<file path="src/rles_pkg.sv">
// Shared codes, types and lookup functions for the RGB LED effect sequencer.
`timescale 1ns / 1ps
`default_nettype none
package rles_pkg;

    // Field widths
    localparam int unsigned CMD_W    = 2;
    localparam int unsigned SET_W    = 3;
    localparam int unsigned DIGIT_W  = 4;
    localparam int unsigned MODE_W   = 3;
    localparam int unsigned PHASE_W  = 3;
    localparam int unsigned MS_W     = 10;
    localparam int unsigned DELAY_W  = 7;
    localparam int unsigned LINES_W  = 3;
    localparam int unsigned CFG_IDX_W = 2;

    // Commands
    localparam logic [CMD_W-1:0] CMD_TICK       = 2'd0;
    localparam logic [CMD_W-1:0] CMD_SET_COLOUR = 2'd1;
    localparam logic [CMD_W-1:0] CMD_SET_MODE   = 2'd2;

    // Modes
    localparam logic [MODE_W-1:0] MODE_OFF     = 3'd0;
    localparam logic [MODE_W-1:0] MODE_ON      = 3'd1;
    localparam logic [MODE_W-1:0] MODE_ALARM   = 3'd2;
    localparam logic [MODE_W-1:0] MODE_FLICKER = 3'd3;
    localparam logic [MODE_W-1:0] MODE_DISCO   = 3'd4;
    localparam logic [MODE_W-1:0] MODE_FAILURE = 3'd5;

    // Configuration register indexes
    localparam logic [CFG_IDX_W-1:0] CFG_ALARM_PERIOD   = 2'd0;
    localparam logic [CFG_IDX_W-1:0] CFG_DISCO_PERIOD   = 2'd1;
    localparam logic [CFG_IDX_W-1:0] CFG_FAILURE_PERIOD = 2'd2;

    // Reset values and limits
    localparam logic [MS_W-1:0] ALARM_PERIOD_RST   = 10'd250;
    localparam logic [MS_W-1:0] DISCO_PERIOD_RST   = 10'd500;
    localparam logic [MS_W-1:0] FAILURE_PERIOD_RST = 10'd250;
    localparam logic [MS_W-1:0] ELAPSED_MAX        = 10'd1023;

    // Line patterns: red bit 2, green bit 1, blue bit 0
    localparam logic [LINES_W-1:0] LINES_DARK  = 3'b000;
    localparam logic [LINES_W-1:0] LINES_WHITE = 3'b111;

    localparam logic [PHASE_W-1:0] PHASE_LIT      = 3'd1;
    localparam logic [PHASE_W-1:0] PHASE_FIRST    = 3'd0;
    localparam logic [PHASE_W-1:0] FAILURE_LAST   = 3'd5;
    localparam logic [PHASE_W-1:0] FAILURE_END    = 3'd6;
    localparam logic [PHASE_W:0]   FLICKER_STEPS  = 4'd3;
    localparam logic [DIGIT_W-1:0] DIGIT_MIN      = 4'd1;
    localparam logic [DIGIT_W-1:0] DIGIT_MAX      = 4'd9;

    // Sequencer state
    typedef struct packed {
        logic [MODE_W-1:0]  mode;
        logic [SET_W-1:0]   colour;
        logic [PHASE_W-1:0] phase;
        logic [MS_W-1:0]    elapsed;
        logic [DELAY_W-1:0] delay;
        logic [LINES_W-1:0] lines;
    } t_state;

    // Blink and step periods
    typedef struct packed {
        logic [MS_W-1:0] alarm;
        logic [MS_W-1:0] disco;
        logic [MS_W-1:0] failure;
    } t_periods;

    // One result item
    typedef struct packed {
        logic [LINES_W-1:0] lines;
        logic [MODE_W-1:0]  mode;
    } t_result;

    // Colour code to line pattern
    function automatic logic [LINES_W-1:0] colour_lines(input logic [SET_W-1:0] c);
        logic [LINES_W-1:0] l;
        case (c)
            3'd0:    l = 3'b000;
            3'd1:    l = 3'b111;
            3'd2:    l = 3'b100;
            3'd3:    l = 3'b010;
            3'd4:    l = 3'b001;
            3'd5:    l = 3'b101;
            3'd6:    l = 3'b110;
            default: l = 3'b011;
        endcase
        return l;
    endfunction

    // Failure sequence: red, green, blue, magenta, yellow, cyan
    function automatic logic [LINES_W-1:0] failure_lines(input logic [PHASE_W-1:0] p);
        logic [LINES_W-1:0] l;
        case (p)
            3'd0:    l = 3'b100;
            3'd1:    l = 3'b010;
            3'd2:    l = 3'b001;
            3'd3:    l = 3'b101;
            3'd4:    l = 3'b110;
            default: l = 3'b011;
        endcase
        return l;
    endfunction

    // Flicker sequence: cyan, white, blue
    function automatic logic [LINES_W-1:0] flicker_lines(input logic [PHASE_W-1:0] p);
        logic [LINES_W-1:0] l;
        case (p)
            3'd0:    l = 3'b011;
            3'd1:    l = 3'b111;
            default: l = 3'b001;
        endcase
        return l;
    endfunction

endpackage
`default_nettype wire

</file>
<file path="src/rgb_led_effect_sequencer_unit.sv">
// Top level of the RGB LED effect sequencer: state, config registers, result buffer.
// A result item enters the output register, or the skid stage while that is full, when its input item is accepted.
// Throughput: one item per cycle while the result buffer is not full; the state update is a single registered pass.
// A two-entry result buffer keeps input flowing while one result waits.
// Reset (synchronous, active low): mode off, colour black, lines dark, counters
// and phase zero, periods 250/500/250 ms, result buffer empty.
`timescale 1ns / 1ps
`default_nettype none
module rgb_led_effect_sequencer_unit (
    input  wire                                    i_clk,
    input  wire                                    i_rst_n,
    // configuration
    input  wire                                    i_cfg_we,
    input  wire logic [rles_pkg::CFG_IDX_W-1:0]    i_cfg_index,
    input  wire logic [rles_pkg::MS_W-1:0]         i_cfg_data,
    // input items
    input  wire                                    i_in_valid,
    output logic                                   o_in_stall,
    input  wire logic [rles_pkg::CMD_W-1:0]        i_command,
    input  wire logic [rles_pkg::SET_W-1:0]        i_setting,
    input  wire logic [rles_pkg::DIGIT_W-1:0]      i_rand_digit,
    // result items
    output logic                                   o_out_valid,
    input  wire                                    i_out_stall,
    output logic                                   o_red_on,
    output logic                                   o_green_on,
    output logic                                   o_blue_on,
    output logic [rles_pkg::MODE_W-1:0]            o_active_mode
);

    rles_pkg::t_state   r_state;
    rles_pkg::t_state   n_state;
    rles_pkg::t_periods r_periods;
    rles_pkg::t_result  res;
    rles_pkg::t_result  out_data;
    logic               accept;
    logic               buf_full;

    assign o_in_stall = buf_full;
    assign accept     = i_in_valid & ~buf_full;

    // Configuration registers
    always_ff @(posedge i_clk) begin
        if (!i_rst_n) begin
            r_periods.alarm   <= rles_pkg::ALARM_PERIOD_RST;
            r_periods.disco   <= rles_pkg::DISCO_PERIOD_RST;
            r_periods.failure <= rles_pkg::FAILURE_PERIOD_RST;
        end else if (i_cfg_we) begin
            unique case (i_cfg_index)
                rles_pkg::CFG_ALARM_PERIOD:   r_periods.alarm   <= i_cfg_data;
                rles_pkg::CFG_DISCO_PERIOD:   r_periods.disco   <= i_cfg_data;
                rles_pkg::CFG_FAILURE_PERIOD: r_periods.failure <= i_cfg_data;
                default: begin
                end
            endcase
        end
    end

    // Effect step
    rles_core u_core (
        .i_state      (r_state),
        .i_periods    (r_periods),
        .i_command    (i_command),
        .i_setting    (i_setting),
        .i_rand_digit (i_rand_digit),
        .o_state      (n_state)
    );

    // Sequencer state
    always_ff @(posedge i_clk) begin
        if (!i_rst_n) begin
            r_state <= '0;
        end else if (accept) begin
            r_state <= n_state;
        end
    end

    assign res.lines = n_state.lines;
    assign res.mode  = n_state.mode;

    // Result buffer
    rles_out_buf u_out_buf (
        .i_clk   (i_clk),
        .i_rst_n (i_rst_n),
        .i_push  (accept),
        .i_data  (res),
        .o_full  (buf_full),
        .o_valid (o_out_valid),
        .i_stall (i_out_stall),
        .o_data  (out_data)
    );

    assign o_red_on      = out_data.lines[2];
    assign o_green_on    = out_data.lines[1];
    assign o_blue_on     = out_data.lines[0];
    assign o_active_mode = out_data.mode;

endmodule
`default_nettype wire

</file>
<file path="src/rles_core.sv">
// Next-state logic of the LED sequencer for one item.
`timescale 1ns / 1ps
`default_nettype none
module rles_core (
    input  wire rles_pkg::t_state                    i_state,
    input  wire rles_pkg::t_periods                  i_periods,
    input  wire logic [rles_pkg::CMD_W-1:0]          i_command,
    input  wire logic [rles_pkg::SET_W-1:0]          i_setting,
    input  wire logic [rles_pkg::DIGIT_W-1:0]        i_rand_digit,
    output rles_pkg::t_state                         o_state
);

    logic [rles_pkg::MS_W-1:0]    el;
    logic [rles_pkg::DIGIT_W-1:0] digit;
    logic [rles_pkg::DELAY_W-1:0] digit_x10;
    logic [rles_pkg::PHASE_W:0]   ph_inc;
    logic                         lit_phase;

    // Saturating elapsed count, clamped digit, next phase and lit-phase flag
    always_comb begin
        el = (i_state.elapsed != rles_pkg::ELAPSED_MAX) ?
             i_state.elapsed + 10'd1 : i_state.elapsed;
        if (i_rand_digit < rles_pkg::DIGIT_MIN) begin
            digit = rles_pkg::DIGIT_MIN;
        end else if (i_rand_digit > rles_pkg::DIGIT_MAX) begin
            digit = rles_pkg::DIGIT_MAX;
        end else begin
            digit = i_rand_digit;
        end
        digit_x10 = ({3'b000, digit} << 3) + ({3'b000, digit} << 1);
        ph_inc    = {1'b0, i_state.phase} + 4'd1;
        lit_phase = (i_state.phase == rles_pkg::PHASE_LIT);
    end

    // Command decode and effect step
    always_comb begin
        o_state = i_state;
        unique case (i_command)
            rles_pkg::CMD_TICK: begin
                o_state.elapsed = el;
                case (i_state.mode)
                    rles_pkg::MODE_OFF: begin
                        o_state.lines = rles_pkg::LINES_DARK;
                    end
                    rles_pkg::MODE_ON: begin
                        o_state.lines = rles_pkg::colour_lines(i_state.colour);
                    end
                    rles_pkg::MODE_ALARM: begin
                        if (el >= i_periods.alarm) begin
                            o_state.elapsed = '0;
                            o_state.lines = lit_phase ?
                                rles_pkg::colour_lines(i_state.colour) : rles_pkg::LINES_DARK;
                            o_state.phase = lit_phase ? rles_pkg::PHASE_FIRST : rles_pkg::PHASE_LIT;
                        end
                    end
                    rles_pkg::MODE_DISCO: begin
                        if (el >= i_periods.disco) begin
                            o_state.elapsed = '0;
                            o_state.lines = lit_phase ? rles_pkg::LINES_WHITE : rles_pkg::LINES_DARK;
                            o_state.phase = lit_phase ? rles_pkg::PHASE_FIRST : rles_pkg::PHASE_LIT;
                        end
                    end
                    rles_pkg::MODE_FAILURE: begin
                        if (el >= i_periods.failure) begin
                            o_state.elapsed = '0;
                            if (i_state.phase <= rles_pkg::FAILURE_LAST) begin
                                o_state.lines = rles_pkg::failure_lines(i_state.phase);
                            end else if (i_state.phase == rles_pkg::FAILURE_END) begin
                                // sequence done: back to off, lines hold
                                o_state.mode = rles_pkg::MODE_OFF;
                            end
                            o_state.phase = ph_inc[rles_pkg::PHASE_W-1:0];
                        end
                    end
                    rles_pkg::MODE_FLICKER: begin
                        if (el >= {3'b000, i_state.delay}) begin
                            o_state.elapsed = '0;
                            if ({1'b0, i_state.phase} < rles_pkg::FLICKER_STEPS) begin
                                o_state.lines = rles_pkg::flicker_lines(i_state.phase);
                            end
                            o_state.delay = digit_x10;
                            o_state.phase = (ph_inc >= rles_pkg::FLICKER_STEPS) ?
                                rles_pkg::PHASE_FIRST : ph_inc[rles_pkg::PHASE_W-1:0];
                        end
                    end
                    default: begin
                    end
                endcase
            end
            rles_pkg::CMD_SET_COLOUR: begin
                o_state.colour = i_setting;
            end
            rles_pkg::CMD_SET_MODE: begin
                case (i_setting)
                    rles_pkg::MODE_OFF, rles_pkg::MODE_ON: begin
                        o_state.mode = i_setting;
                    end
                    rles_pkg::MODE_ALARM, rles_pkg::MODE_DISCO: begin
                        o_state.mode  = i_setting;
                        o_state.phase = rles_pkg::PHASE_LIT;
                    end
                    rles_pkg::MODE_FAILURE: begin
                        o_state.mode  = i_setting;
                        o_state.phase = rles_pkg::PHASE_FIRST;
                    end
                    rles_pkg::MODE_FLICKER: begin
                        o_state.mode  = i_setting;
                        o_state.phase = rles_pkg::PHASE_FIRST;
                        o_state.delay = '0;
                    end
                    default: begin
                        // unknown mode codes are ignored
                    end
                endcase
            end
            default: begin
                // unknown command: no change
            end
        endcase
    end

endmodule
`default_nettype wire

</file>
<file path="src/rles_out_buf.sv">
// Two-entry result buffer: output register plus skid stage.
`timescale 1ns / 1ps
`default_nettype none
module rles_out_buf (
    input  wire                    i_clk,
    input  wire                    i_rst_n,
    input  wire                    i_push,
    input  wire rles_pkg::t_result i_data,
    output logic                   o_full,
    output logic                   o_valid,
    input  wire                    i_stall,
    output rles_pkg::t_result      o_data
);

    logic              r_out_valid;
    logic              r_skid_valid;
    rles_pkg::t_result r_out;
    rles_pkg::t_result r_skid;
    logic              take;

    assign take    = r_out_valid & ~i_stall;
    assign o_valid = r_out_valid;
    assign o_full  = r_skid_valid;
    assign o_data  = r_out;

    // Control: skid refills the output register when it drains
    always_ff @(posedge i_clk) begin
        if (!i_rst_n) begin
            r_out_valid  <= 1'b0;
            r_skid_valid <= 1'b0;
        end else if (take) begin
            if (r_skid_valid) begin
                r_skid_valid <= 1'b0;
            end else begin
                r_out_valid <= i_push;
            end
        end else if (i_push) begin
            if (r_out_valid) begin
                r_skid_valid <= 1'b1;
            end else begin
                r_out_valid <= 1'b1;
            end
        end
    end

    // Payload
    always_ff @(posedge i_clk) begin
        if (take) begin
            r_out <= r_skid_valid ? r_skid : i_data;
        end else if (i_push) begin
            if (r_out_valid) begin
                r_skid <= i_data;
            end else begin
                r_out <= i_data;
            end
        end
    end

endmodule
`default_nettype wire

</file>
<file path="config.mk">
export PLATFORM = sky130hd
export DESIGN_NAME = rgb_led_effect_sequencer_unit
export DESIGN_NICKNAME = d
export VERILOG_FILES = /design/src/rles_pkg.sv /design/src/rgb_led_effect_sequencer_unit.sv /design/src/rles_core.sv /design/src/rles_out_buf.sv
export SDC_FILE = /design/constraint.sdc
export NUM_CORES = 1
export LEC_CHECK = 0
export BUFFER_PORTS_ARGS = -buffer_cell sky130_fd_sc_hd__buf_4
export CAP_MARGIN = 15
export CORE_MARGIN = 3
export CORE_UTILIZATION = 63
export CTS_BUF_LIST = sky130_fd_sc_hd__clkbuf_8
export CTS_CLUSTER_DIAMETER = 150
export DETAILED_ROUTE_END_ITERATION = 16
export PLACE_DENSITY_LB_ADDON = 0.15
export SLEW_MARGIN = 20
export SYNTH_ARGS = -nofsm -noshare
export SYNTH_HDL_FRONTEND = slang
export SYNTH_SLANG_ARGS = --single-unit
</file>
<file path="constraint.sdc">
create_clock -name i_clk -period 5.4 [get_ports i_clk]
set_input_delay 0.27 -clock i_clk [delete_from_list [all_inputs] [get_ports i_clk]]
set_output_delay 0.27 -clock i_clk [all_outputs]
set_load 0.01 [all_outputs]
</file>
==> results_dict.tcl, run 1 <==
set metrics [dict create \
    outcome "finished, final reports clean" \
    grt_use_met2 0.452 \
    cts_buffers 9 \
    seq_area_mm2 0.00156 \
    required_ns 5.51 \
    drt_iter0_markers 314 \
    hold_buffers 0 \
    synth_top_area_frac 0.252 \
    pin_count 34 \
    total_power_w 0.00117 \
    synth_fp_nets 654 \
    antenna_found_initial 0 \
    grt_remaining_overflow 0 \
    dr_total_vias 4271 \
    r2r_cells 15 \
    postRouteAntennaNets 0 \
    grt_first_pass_wirelength_mm 19.4 \
    diodes 0 \
    grt_max_degree 63 \
    worst_pin_slew_ns 1.02 \
    gp_congestion 0.936 \
    cp_max_fo 7 \
    ys_top_cells_by_area "dfxtp_1 25%, ha_1 13%, edfxtp_1 7.5%" \
    use_met1 0.368 \
    yosys-top-cells-count "90 x nand2_1, 60 x dfxtp_1, 51 x inv_1" \
    skew_ns 0.0146 \
    finalSetupViolCount 0 \
    hold_class "input pin to flop" \
    whs_ns 0.147 \
    cts_setup_buffers 0 \
    rrSetupSlack_ns 0.66 \
    synthCells 577 \
    start_util 0.655 \
    synthArstFlopShare 0 \
    cap_viol_max_count 0 \
    yosysMostFrequentCell "nand2_1" \
    grt_pass1_vias 4133 \
    startpoint_type "flop" \
    clkSinkCount 72 \
    area_growth_pct 10.6 \
    relSlewSlack 0.317 \
    cts_resized 0 \
    remaining_drc_errors 0 \
    finalHoldViolCount 0 \
    worstPathArrival_ns 4.85 \
    synth.yosys.seq_area_share 0.327 \
    clockBufferDepth 2 \
    tritoncts "done" \
    port_buffers 33 \
    synth.distinct_cells 65 \
    wl_mm 11.6 \
    clkSlewWorstSetupHoldPaths_ns 0.08 \
    cellLeakagePower_nw 2.28 \
    fin_ws_ns 0.655 \
    period_minus_slack_ns 4.74 \
    crit_type "flop to flop" \
    timing.rr.start "r_state[11]$_SDFFE_PN0P_" \
    root_buffer "clkbuf_8" \
    fin_crit_sh 0.879 \
    avgViaCountPerCell 6.06 \
    cp-endpoint "u_out_buf.o_data[5]$_DFFE_PP_" \
    fin_nets 678 \
    slew_viol_final 0 \
    fillers 599 \
    yosysTopAreaCell "dfxtp_1" \
    grt_busiest_layer "met2" \
    multi_input_area_mm2 0.00293 \
    worstSetupEndpointType "flop" \
    avgSynthCellArea_um2 8.27 \
    irDropWorstVdd_mv 0.123 \
    finalSetupTns_ns 0 \
    yosys_warnings 0 \
    clk_latency_ns 0.37 \
    dieArea_mm2 0.00866 \
    die_h_um 93.1 \
    fmax_mhz 211 \
    dp_slack_ns 0.764 \
    routedWlPerCell_um 16.4 \
    place_hpwl_mm 8.68 \
    rr_endpoint "u_out_buf.o_data[5]$_DFFE_PP_" \
    die_w_um 93.1 \
    rsz0062_at_grt "no" \
    synthFlopType "dfxtp_1" \
    drive_above_1_share 0.112 \
    rows 31 \
    power_density_mw_per_mm2 221 \
    grt_usage 0.280 \
    dr.pass1.iters 7 \
    ctsHtreeMaxLevel 3 \
    ys_seq_elements 72 \
    core_mm2 0.00729 \
    setup.worst_path.start "r_state[11]$_SDFFE_PN0P_" \
    synth-edff-count 12 \
    use_met3 0.0563 \
    synth_area_mm2 0.00477 \
]
stage by stage:
step           utilization  area (um2)  cells
4_1_cts              0.724        5280    705
6_report             0.724        5280    705
2_1_floorplan            -        4770    577
3_3_place_gp         0.697        5080    689
5_1_grt              0.724        5280    705
3_5_place_dp         0.697        5080    689
final cells by class:
type                       count  area share
multi-input combinational    431       0.556
sequential                    72       0.296
timing repair buffer          36      0.0512
inverter                      51      0.0363
clock buffer                  10      0.0261
tap                           99      0.0235
clock inverter                 6      0.0114
worst min-delay path by stage:
stage / from / endpoint / slack [ns] / cells after the start
5_1_grt: i_cfg_data[6] / r_periods[26]$_SDFFE_PN1P_ / 0.16 / 3
6_report: i_cfg_data[3] / r_periods[23]$_SDFFE_PN1P_ / 0.15 / 3
3_3_place_gp: r_state[7]$_SDFFE_PN0P_ / r_state[7]$_SDFFE_PN0P_ / 0.44 / 2
3_5_place_dp: r_state[8]$_SDFFE_PN0P_ / r_state[8]$_SDFFE_PN0P_ / 0.45 / 2
2_1_floorplan: i_cfg_data[2] / r_periods[12]$_SDFFE_PN1P_ / 0.41 / 2
4_1_cts: i_cfg_data[4] / r_periods[14]$_SDFFE_PN1P_ / 0.15 / 3
sequential cells by signal (all words and copies together) (netlist names):
| register | flops |
|---|---|
| r_periods | 30 |
| r_state | 28 |
| u_out_buf.o_data | 6 |
| u_out_buf.r_skid | 6 |
| u_out_buf.o_full | 1 |
| u_out_buf.o_valid | 1 |
power breakdown:
group          total, W  switching, W  leakage (nW)  internal (W)
Clock          0.000446      0.000221         0.104      0.000224
Combinational  0.000145     0.0000848          1.57     0.0000598
Sequential     0.000579     0.0000124         0.605      0.000566
Total           0.00117      0.000318          2.28      0.000850
cells by family (layout without fill, tap and decap cells):
group	Yosys count	count (layout)	synth area share
flops	72	72	0.327
fa+ha+maj	51	51	0.135
buf+inv	74	103	0.0587
compound gates	150	150	0.221
xor+xnor	7	7	0.0128
simple gates	208	208	0.213
mux	15	15	0.0328
routing by layer:
metal	vias up	share of wire
met5	-	0
met4	0	0.016
met3	21	0.075
met2	151	0.47
met1	2000	0.44
li1	2099	-
cell usage in the layout (no fill, tap or decap), drive strengths merged, types with 4 or more instances in the layout:
cell type | netlist | layout
buf | 3 | 36
o21a | 6 | 6
nor3b | 4 | 4
o31ai | 4 | 4
inv | 51 | 53
nand2b | 10 | 10
nand4 | 5 | 5
edfxtp | 12 | 12
a2111oi | 5 | 5
nor2b | 9 | 9
nor3 | 10 | 10
nand2 | 90 | 90
a21oi | 16 | 16
ha | 50 | 50
clkbuf | 20 | 10
o21ai | 31 | 31
xnor2 | 5 | 5
nand3 | 12 | 12
nor2 | 47 | 47
and3 | 4 | 4
a211oi | 9 | 9
o211ai | 26 | 26
mux2i | 13 | 13
dfxtp | 60 | 60
a21boi | 24 | 24
critical path: stages (launching register included):
cell	delay, ns
dfxtp_1	0.44
ha_1	0.34
inv_1	0.12
or3_2	0.55
and4_1	0.28
nand3_1	0.11
xnor2_1	0.30
ha_1	0.36
a211oi_1	0.23
nand2_1	0.07
o21ai_0	0.39
a2111oi_0	0.19
o21ba_2	0.25
a2111o_1	0.36
a22o_2	0.23
mux2_4	0.25
Power figures use the tool's default switching activity.
==> run 2, diff against run 1 <==
--- a/config.mk
+++ b/config.mk
@@ -5,6 +5,7 @@
 export SDC_FILE = /design/constraint.sdc
 export NUM_CORES = 1
 export LEC_CHECK = 0
+export ABC_AREA = 1
 export BUFFER_PORTS_ARGS = -buffer_cell sky130_fd_sc_hd__buf_4
 export CAP_MARGIN = 15
 export CORE_MARGIN = 3
==> run 2 against run 1 <==
Against the previous run: global-route usage rose by 0.67 points; final area rose by 4.1%; fmax rose by 33%; routed wire length rose by 3.9%; critical endpoint is now u_out_buf.o_data[2]$_DFFE_PP_.
==> results_dict.tcl, run 2 <==
set metrics [dict create \
    cts_setup_buffers 0 \
    layout_commonest_cell "nand2_1" \
    worst_pin_slew_ns 0.975 \
    p_comb_frac 0.156 \
    fin_nets 808 \
    yosysTopAreaCell "dfxtp_1" \
    avgViaCountPerCell 5.58 \
    dr_total_vias 4661 \
    slew_viol_final 0 \
    synth_top_area_frac 0.245 \
    dr.pass1.iters 5 \
    synthFlopType "dfxtp_1" \
    worstSetupEndpointType "flop" \
    cpMaxStageDelayCell "dfxtp_1" \
    clockBufferDepth 2 \
    hold_buffers 0 \
    rows 31 \
    routedWlPerCell_um 14.4 \
    finalHoldViolCount 0 \
    port_buffers 33 \
    worstPathArrival_ns 3.68 \
    grt_remaining_overflow 0 \
    die_h_um 94.2 \
    die_w_um 94.2 \
    cp_max_fo 10 \
    pin_count 34 \
    synth-edff-count 12 \
    irDropWorstVdd_mv 0.157 \
    synth_area_mm2 0.00490 \
    synthCells 698 \
    place_hpwl_mm 9.06 \
    drive_above_1_share 0.105 \
    cts_buffers 9 \
    grt_usage 0.287 \
    clk_latency_ns 0.36 \
    cellLeakagePower_nw 2.66 \
    clkSinkCount 72 \
    antenna_found_initial 0 \
    ys_top_cells_by_area "dfxtp_1 25%, ha_1 13%, nand2_1 11%" \
    avgSynthCellArea_um2 7.02 \
    use_met3 0.0369 \
    grt_busiest_layer "met2" \
    mostFrequentLayoutCells "148 x nand2_1, 121 x inv_1, 61 x a21oi_1" \
    slowest_delay_ns 0.47 \
    p_clk_frac 0.414 \
    use_met1 0.376 \
    wl_mm 12.0 \
    crit_family "simple AND/OR/NAND/NOR gates" \
    synthArstFlopShare 0 \
    ctsHtreeMaxLevel 3 \
    reg.largest.list "r_periods (30), r_state (28)" \
    power_density_mw_per_mm2 252 \
    skew_ns 0.00948 \
    swShare 0.271 \
    rsz0062_at_grt "no" \
    p_sw_w 0.000375 \
    outcome "finished, final reports clean" \
    fillers 602 \
    grt_use_met2 0.478 \
    remaining_drc_errors 0 \
    dieArea_mm2 0.00887 \
    diodes 0 \
    largest_reg_flops 30 \
    regMostFlops "r_periods" \
    area_growth_pct 12.2 \
    grt_pass1_vias 4324 \
    worstPathBufferInverterCount 4 \
    crit_chain "ha_1 > nand2_1 > nor2_4 > nand3_4 > o21ai_0 > inv_1 > ha_1 > inv_1 > o21bai_1 > nand3_1 > nand4_1 > nand2_1 > inv_1 > nand2_1 > nand3_1 > nand3_1 > o21ai_0 > nand2_1 > o21ai_0 > inv_1" \
    finalSetupViolCount 0 \
    whs_ns 0.153 \
    power_frac_seq 0.429 \
    synth.distinct_cells 41 \
    cts_resized 0 \
    yosys_warnings 0 \
    fin_ws_ns 1.84 \
    cellInternalPower_w 0.00101 \
    min_path_cells 3 \
    clkSlewWorstSetupHoldPaths_ns 0.08 \
    finalSetupTns_ns 0 \
    postRouteAntennaNets 0 \
    start_util 0.662 \
    relSlewSlack 0.343 \
    yosys-top-cells-count "148 x nand2_1, 121 x inv_1, 61 x a21oi_1" \
    crit_cells 20 \
    yosysMostFrequentCell "nand2_1" \
    ys_seq_elements 72 \
    required_ns 5.51 \
    r2r_cells 20 \
    grt_max_degree 43 \
    fin_crit_sh 0.660 \
    dp_slack_ns 1.91 \
    core_mm2 0.00741 \
    fmax_mhz 281 \
    period_minus_slack_ns 3.56 \
    crit_type "flop to flop" \
    gp_congestion 0.955 \
    synth.yosys.seq_area_share 0.319 \
    root_buffer "clkbuf_8" \
    grt_first_pass_wirelength_mm 20.1 \
    cap_viol_max_count 0 \
    drt_iter0_markers 319 \
    synth_fp_nets 775 \
    tritoncts "done" \
    hold_class "input pin to flop" \
    startpoint_type "flop" \
]
[run 2: cell types whose count changed in the layout (fill, tap and decap cells not counted), sizes merged, moves of 5 or more]
cell / delta
a2111oi: -5
a21boi: -24
a21oi: +45
inv: +71
mux2i: -13
nand2: +65
nand2b: -10
nand3: +27
nand4: +8
nor2: +18
nor2b: -9
o21a: -5
o21ai: +14
[run 2: cells by family after synthesis]
family	Yosys count	synth area share
and+or+nand+nor	286	0.259
DFF	72	0.319
buffers and inverters	139	0.108
xor gates and xnor gates	4	0.00715
adders and majority gates	51	0.132
AOI/OAI and AO/OA	146	0.175
[run 2: path summary, 6_finish.rpt]
kind	end	slack, ns	start
setup / recovery	u_out_buf.o_data[2]$_DFFE_PP_	1.84	r_state[10]$_SDFFE_PN0P_
hold / removal	r_periods[17]$_SDFFE_PN1P_	0.15	i_cfg_data[7]
setup reg to reg	u_out_buf.o_data[2]$_DFFE_PP_	1.84	r_state[10]$_SDFFE_PN0P_
hold reg to reg	r_periods[11]$_SDFFE_PN0P_	0.47	r_periods[11]$_SDFFE_PN0P_
[run 2: worst register-to-register path: cells and delay by family (launching register included)]
kind	cells	cell delay (ns)
and+or+nand+nor	10	1.20
AOI/OAI and AO/OA	4	0.67
adders and majority gates	2	0.58
DFF	1	0.47
buffers and inverters	4	0.41
[run 2: per-layer routing]
metal	vias to the layer above	routed length, um
met3	27	678
met1	2130	5390
met4	0	295
met2	146	5680
li1	2358	-
met5	-	0
[run 2: cell type report]
class	instances	area, um2	share of cell area
well taps	99	124	0.0225
multi-input cells	487	2810	0.511
clock inverters	7	143	0.0260
repair buffers	35	263	0.0478
clock buffers	9	124	0.0225
flip-flops and latches	72	1560	0.284
inverters	126	473	0.0860
[run 2: power by group through the flow]
stage | Sequential [W] | Combinational (W) | Clock [W]
floorplan | 0.000604 | 0.000144 | 0
global placement | 0.000605 | 0.000206 | 0
detailed placement | 0.000606 | 0.000213 | 0
CTS | 0.000594 | 0.000215 | 0.000576
global route | 0.000597 | 0.000245 | 0.000605
finish | 0.000594 | 0.000216 | 0.000573
[run 2: through the flow]
stage          cells  instance area (um2)  power (W)   util
2_1_floorplan    698                 4900   0.000748      -
3_3_place_gp     819                 5230   0.000811  0.706
3_5_place_dp     819                 5230   0.000819  0.706
4_1_cts          835                 5500    0.00138  0.742
5_1_grt          835                 5500    0.00145  0.742
6_report         835                 5500    0.00138  0.742
==> run 3, diff against run 2 <==
--- a/config.mk
+++ b/config.mk
@@ -9,7 +9,7 @@
 export BUFFER_PORTS_ARGS = -buffer_cell sky130_fd_sc_hd__buf_4
 export CAP_MARGIN = 15
 export CORE_MARGIN = 3
-export CORE_UTILIZATION = 63
+export CORE_UTILIZATION = 57
 export CTS_BUF_LIST = sky130_fd_sc_hd__clkbuf_8
 export CTS_CLUSTER_DIAMETER = 150
 export DETAILED_ROUTE_END_ITERATION = 16
==> constraint.sdc (replaced) <==
create_clock -name i_clk -period 3.02 [get_ports i_clk]
set_input_delay 0.151 -clock i_clk [delete_from_list [all_inputs] [get_ports i_clk]]
set_output_delay 0.151 -clock i_clk [all_outputs]
set_load 0.01 [all_outputs]
==> run 3 against run 2 <==
Against the previous run: the flow now finishes with violations (negative setup slack); clock skew hardly changed; combinational power increased by 100%; worst hold slack got worse by 0.13 ns; non-clock buffer count rose by 34; count of clock-buffer cells in the layout increased by 1; final cell count up 4.8%; global-route usage down 2.3 points; critical path type unchanged.
==> results_dict.tcl, run 3 (synthesis results as in run 2) <==
set metrics [dict create \
    irDropWorstVdd_mv 0.216 \
    remaining_drc_errors 0 \
    r2r_cells 19 \
    finalSetupTns_ns -0.168 \
    power_density_mw_per_mm2 377 \
    grt_first_pass_wirelength_mm 20.9 \
    drt_iter0_markers 387 \
    layout_commonest_cell "nand2_1" \
    p_sw_w 0.000685 \
    cellInternalPower_w 0.00159 \
    slew_viol_final 0 \
    final_cells 875 \
    routedWlPerCell_um 15.7 \
    fin_nets 842 \
    cpMaxStageDelayCell "dfxtp_1" \
    power_frac_seq 0.467 \
    skew_ns 0.00992 \
    place_hpwl_mm 9.39 \
    cp_max_fo 5 \
    clk_latency_ns 0.36 \
    rr_endpoint "u_out_buf.o_data[5]$_DFFE_PP_" \
    startpoint_type "flop" \
    crit_chain "inv_2 > nor2_4 > nand3_4 > buf_6 > o21ai_2 > buf_6 > buf_4 > ha_1 > nand2_1 > nor2_1 > nand3_1 > nand4_1 > buf_6 > a21oi_4 > nand4_1 > o21bai_2 > nand3_1 > nand2_1 > inv_1" \
    area_growth_pct 23.3 \
    period_minus_slack_ns 3.08 \
    grt_pass1_vias 4563 \
    gp_congestion 0.955 \
    fin_crit_sh 1.02 \
    cts_buffers 9 \
    core_mm2 0.00830 \
    hold_buffers 0 \
    pin_count 34 \
    grt_max_degree 43 \
    dr_total_vias 4932 \
    holdPathEnd "r_periods[4]$_SDFFE_PN1P_" \
    postRouteAntennaNets 0 \
    worstPathBufferInverterCount 6 \
    dr.pass1.iters 5 \
    die_h_um 98.7 \
    relSlewSlack 0.423 \
    worst_pin_slew_ns 0.857 \
    timing.rr.start "r_state[13]$_SDFFE_PN0P_" \
    swShare 0.301 \
    mostFrequentLayoutCells "128 x nand2_1, 119 x inv_1, 57 x a21oi_1" \
    dp.cells 841 \
    root_buffer "clkbuf_8" \
    start_util 0.591 \
    finalHoldViolCount 0 \
    fmax_mhz 324 \
    min_path_cells 3 \
    rsz0062_at_grt "yes" \
    antenna_found_initial 0 \
    largest_reg_flops 30 \
    diodes 0 \
    outcome "finished, violations left" \
    wl_mm 13.7 \
    critical_path.most_common_cell "buf_6" \
    regMostFlops "r_periods" \
    worstPathArrival_ns 3.21 \
    crit_type "flop to flop" \
    slowest_delay_ns 0.47 \
    fin_ws_ns -0.0629 \
    cap_viol_max_count 0 \
    hold_class "input pin to flop" \
    p_comb_frac 0.191 \
    clkSinkCount 72 \
    rows 33 \
    avgViaCountPerCell 5.64 \
    port_buffers 33 \
    fillers 661 \
    cellLeakagePower_nw 2.86 \
    crit_family "simple AND/OR/NAND/NOR gates" \
    ctsHtreeMaxLevel 3 \
    worstSetupEndpointType "flop" \
    p_clk_frac 0.342 \
    tritoncts "done" \
    grt_usage 0.264 \
    finalSetupViolCount 3 \
    die_w_um 98.7 \
    dieArea_mm2 0.00975 \
    required_ns 3.15 \
    total_power_w 0.00228 \
    rrSetupSlack_ns -0.06 \
    clkSlewWorstSetupHoldPaths_ns 0.08 \
    grt_remaining_overflow 0 \
    clockBufferDepth 2 \
    min_from "i_cfg_data[4]" \
    violations "negative setup slack" \
    drive_above_1_share 0.214 \
    reg.largest.list "r_periods (30), r_state (28)" \
]
run 3: cell count changes in the layout (fill, tap and decap cells not counted), sizes merged:
| cell | change |
|---|---|
| inv | +1 |
| clkinvlp | +2 |
| bufinv | -3 |
| clkbuf | +1 |
| buf | +34 |
| clkinv | -1 |
run 3: final cells by class:
type / instances / area (um2) / share of cell area
sequential: 72 / 1570 / 0.259
tap: 105 / 131 / 0.0217
inverter: 126 / 473 / 0.0783
multi-input combinational: 487 / 3100 / 0.513
clock inverter: 6 / 61.3 / 0.0101
clock buffer: 10 / 138 / 0.0228
timing repair buffer: 69 / 576 / 0.0952
run 3: worst max path at each step:
stage                     cells after the start  slack (ns)                       endpoint                startpoint
after floorplan                              20        0.14  u_out_buf.o_data[2]$_DFFE_PP_  r_state[10]$_SDFFE_PN0P_
after global placement                       20       -0.12  u_out_buf.o_data[3]$_DFFE_PP_  r_state[11]$_SDFFE_PN0P_
after detailed placement                     20       -0.25  u_out_buf.o_data[3]$_DFFE_PP_  r_state[11]$_SDFFE_PN0P_
after CTS                                    19      -0.007  u_out_buf.o_data[3]$_DFFE_PP_  r_state[11]$_SDFFE_PN0P_
after global routing                         20       -0.25  u_out_buf.o_data[4]$_DFFE_PP_  r_state[11]$_SDFFE_PN0P_
final                                        19       -0.06  u_out_buf.o_data[5]$_DFFE_PP_  r_state[13]$_SDFFE_PN0P_
run 3: per-stage QoR:
| stage | util | hold slack (ns) | worst slack, ns | area (um2) |
|---|---|---|---|---|
| final | 0.728 | 0.0205 | -0.0629 | 6040 |
| after global routing | 0.728 | 0.0352 | -0.247 | 6040 |
| after CTS | 0.686 | 0.0194 | -0.00676 | 5690 |
| after detailed placement | 0.646 | 0.393 | -0.253 | 5360 |
| after global placement | 0.646 | 0.386 | -0.125 | 5360 |
| after floorplan | - | 0.281 | 0.139 | 4900 |
run 3: power groups by stage:
| stage | logic (W) | clock network, W | registers [W] |
|---|---|---|---|
| 3_5_place_dp | 0.000389 | 0 | 0.00108 |
| 3_3_place_gp | 0.000379 | 0 | 0.00108 |
| 2_1_floorplan | 0.000258 | 0 | 0.00108 |
| 6_report | 0.000435 | 0.000780 | 0.00106 |
| 4_1_cts | 0.000403 | 0.000784 | 0.00106 |
| 5_1_grt | 0.000485 | 0.000823 | 0.00107 |
run 3: timing repair:
action / 4_1_cts / 5_1_grt
setup buffers: 4 / 14
gates resized for setup: 31 / 60
setup endpoints to repair: 24 / 33
pin swaps: 11 / 35
run 3: worst reg2reg max path, cell delays in order, from the launching register on:
cell and delay [ns]:
dfxtp_1 0.47, inv_2 0.12, nor2_4 0.20, nand3_4 0.15, buf_6 0.18, o21ai_2 0.08
buf_6 0.13, buf_4 0.10, ha_1 0.21, nand2_1 0.11, nor2_1 0.07, nand3_1 0.11
nand4_1 0.13, buf_6 0.16, a21oi_4 0.11, nand4_1 0.12, o21bai_2 0.20, nand3_1 0.09
nand2_1 0.07, inv_1 0.03
run 3: layer usage:
metal | vias up | global-route usage | part of all wire
li1 | 2432 | - | -
met1 | 2286 | 0.346 | 0.45
met2 | 169 | 0.438 | 0.47
met3 | 45 | 0.0354 | 0.054
met4 | 0 | 0.111 | 0.031
met5 | - | 0 | 0
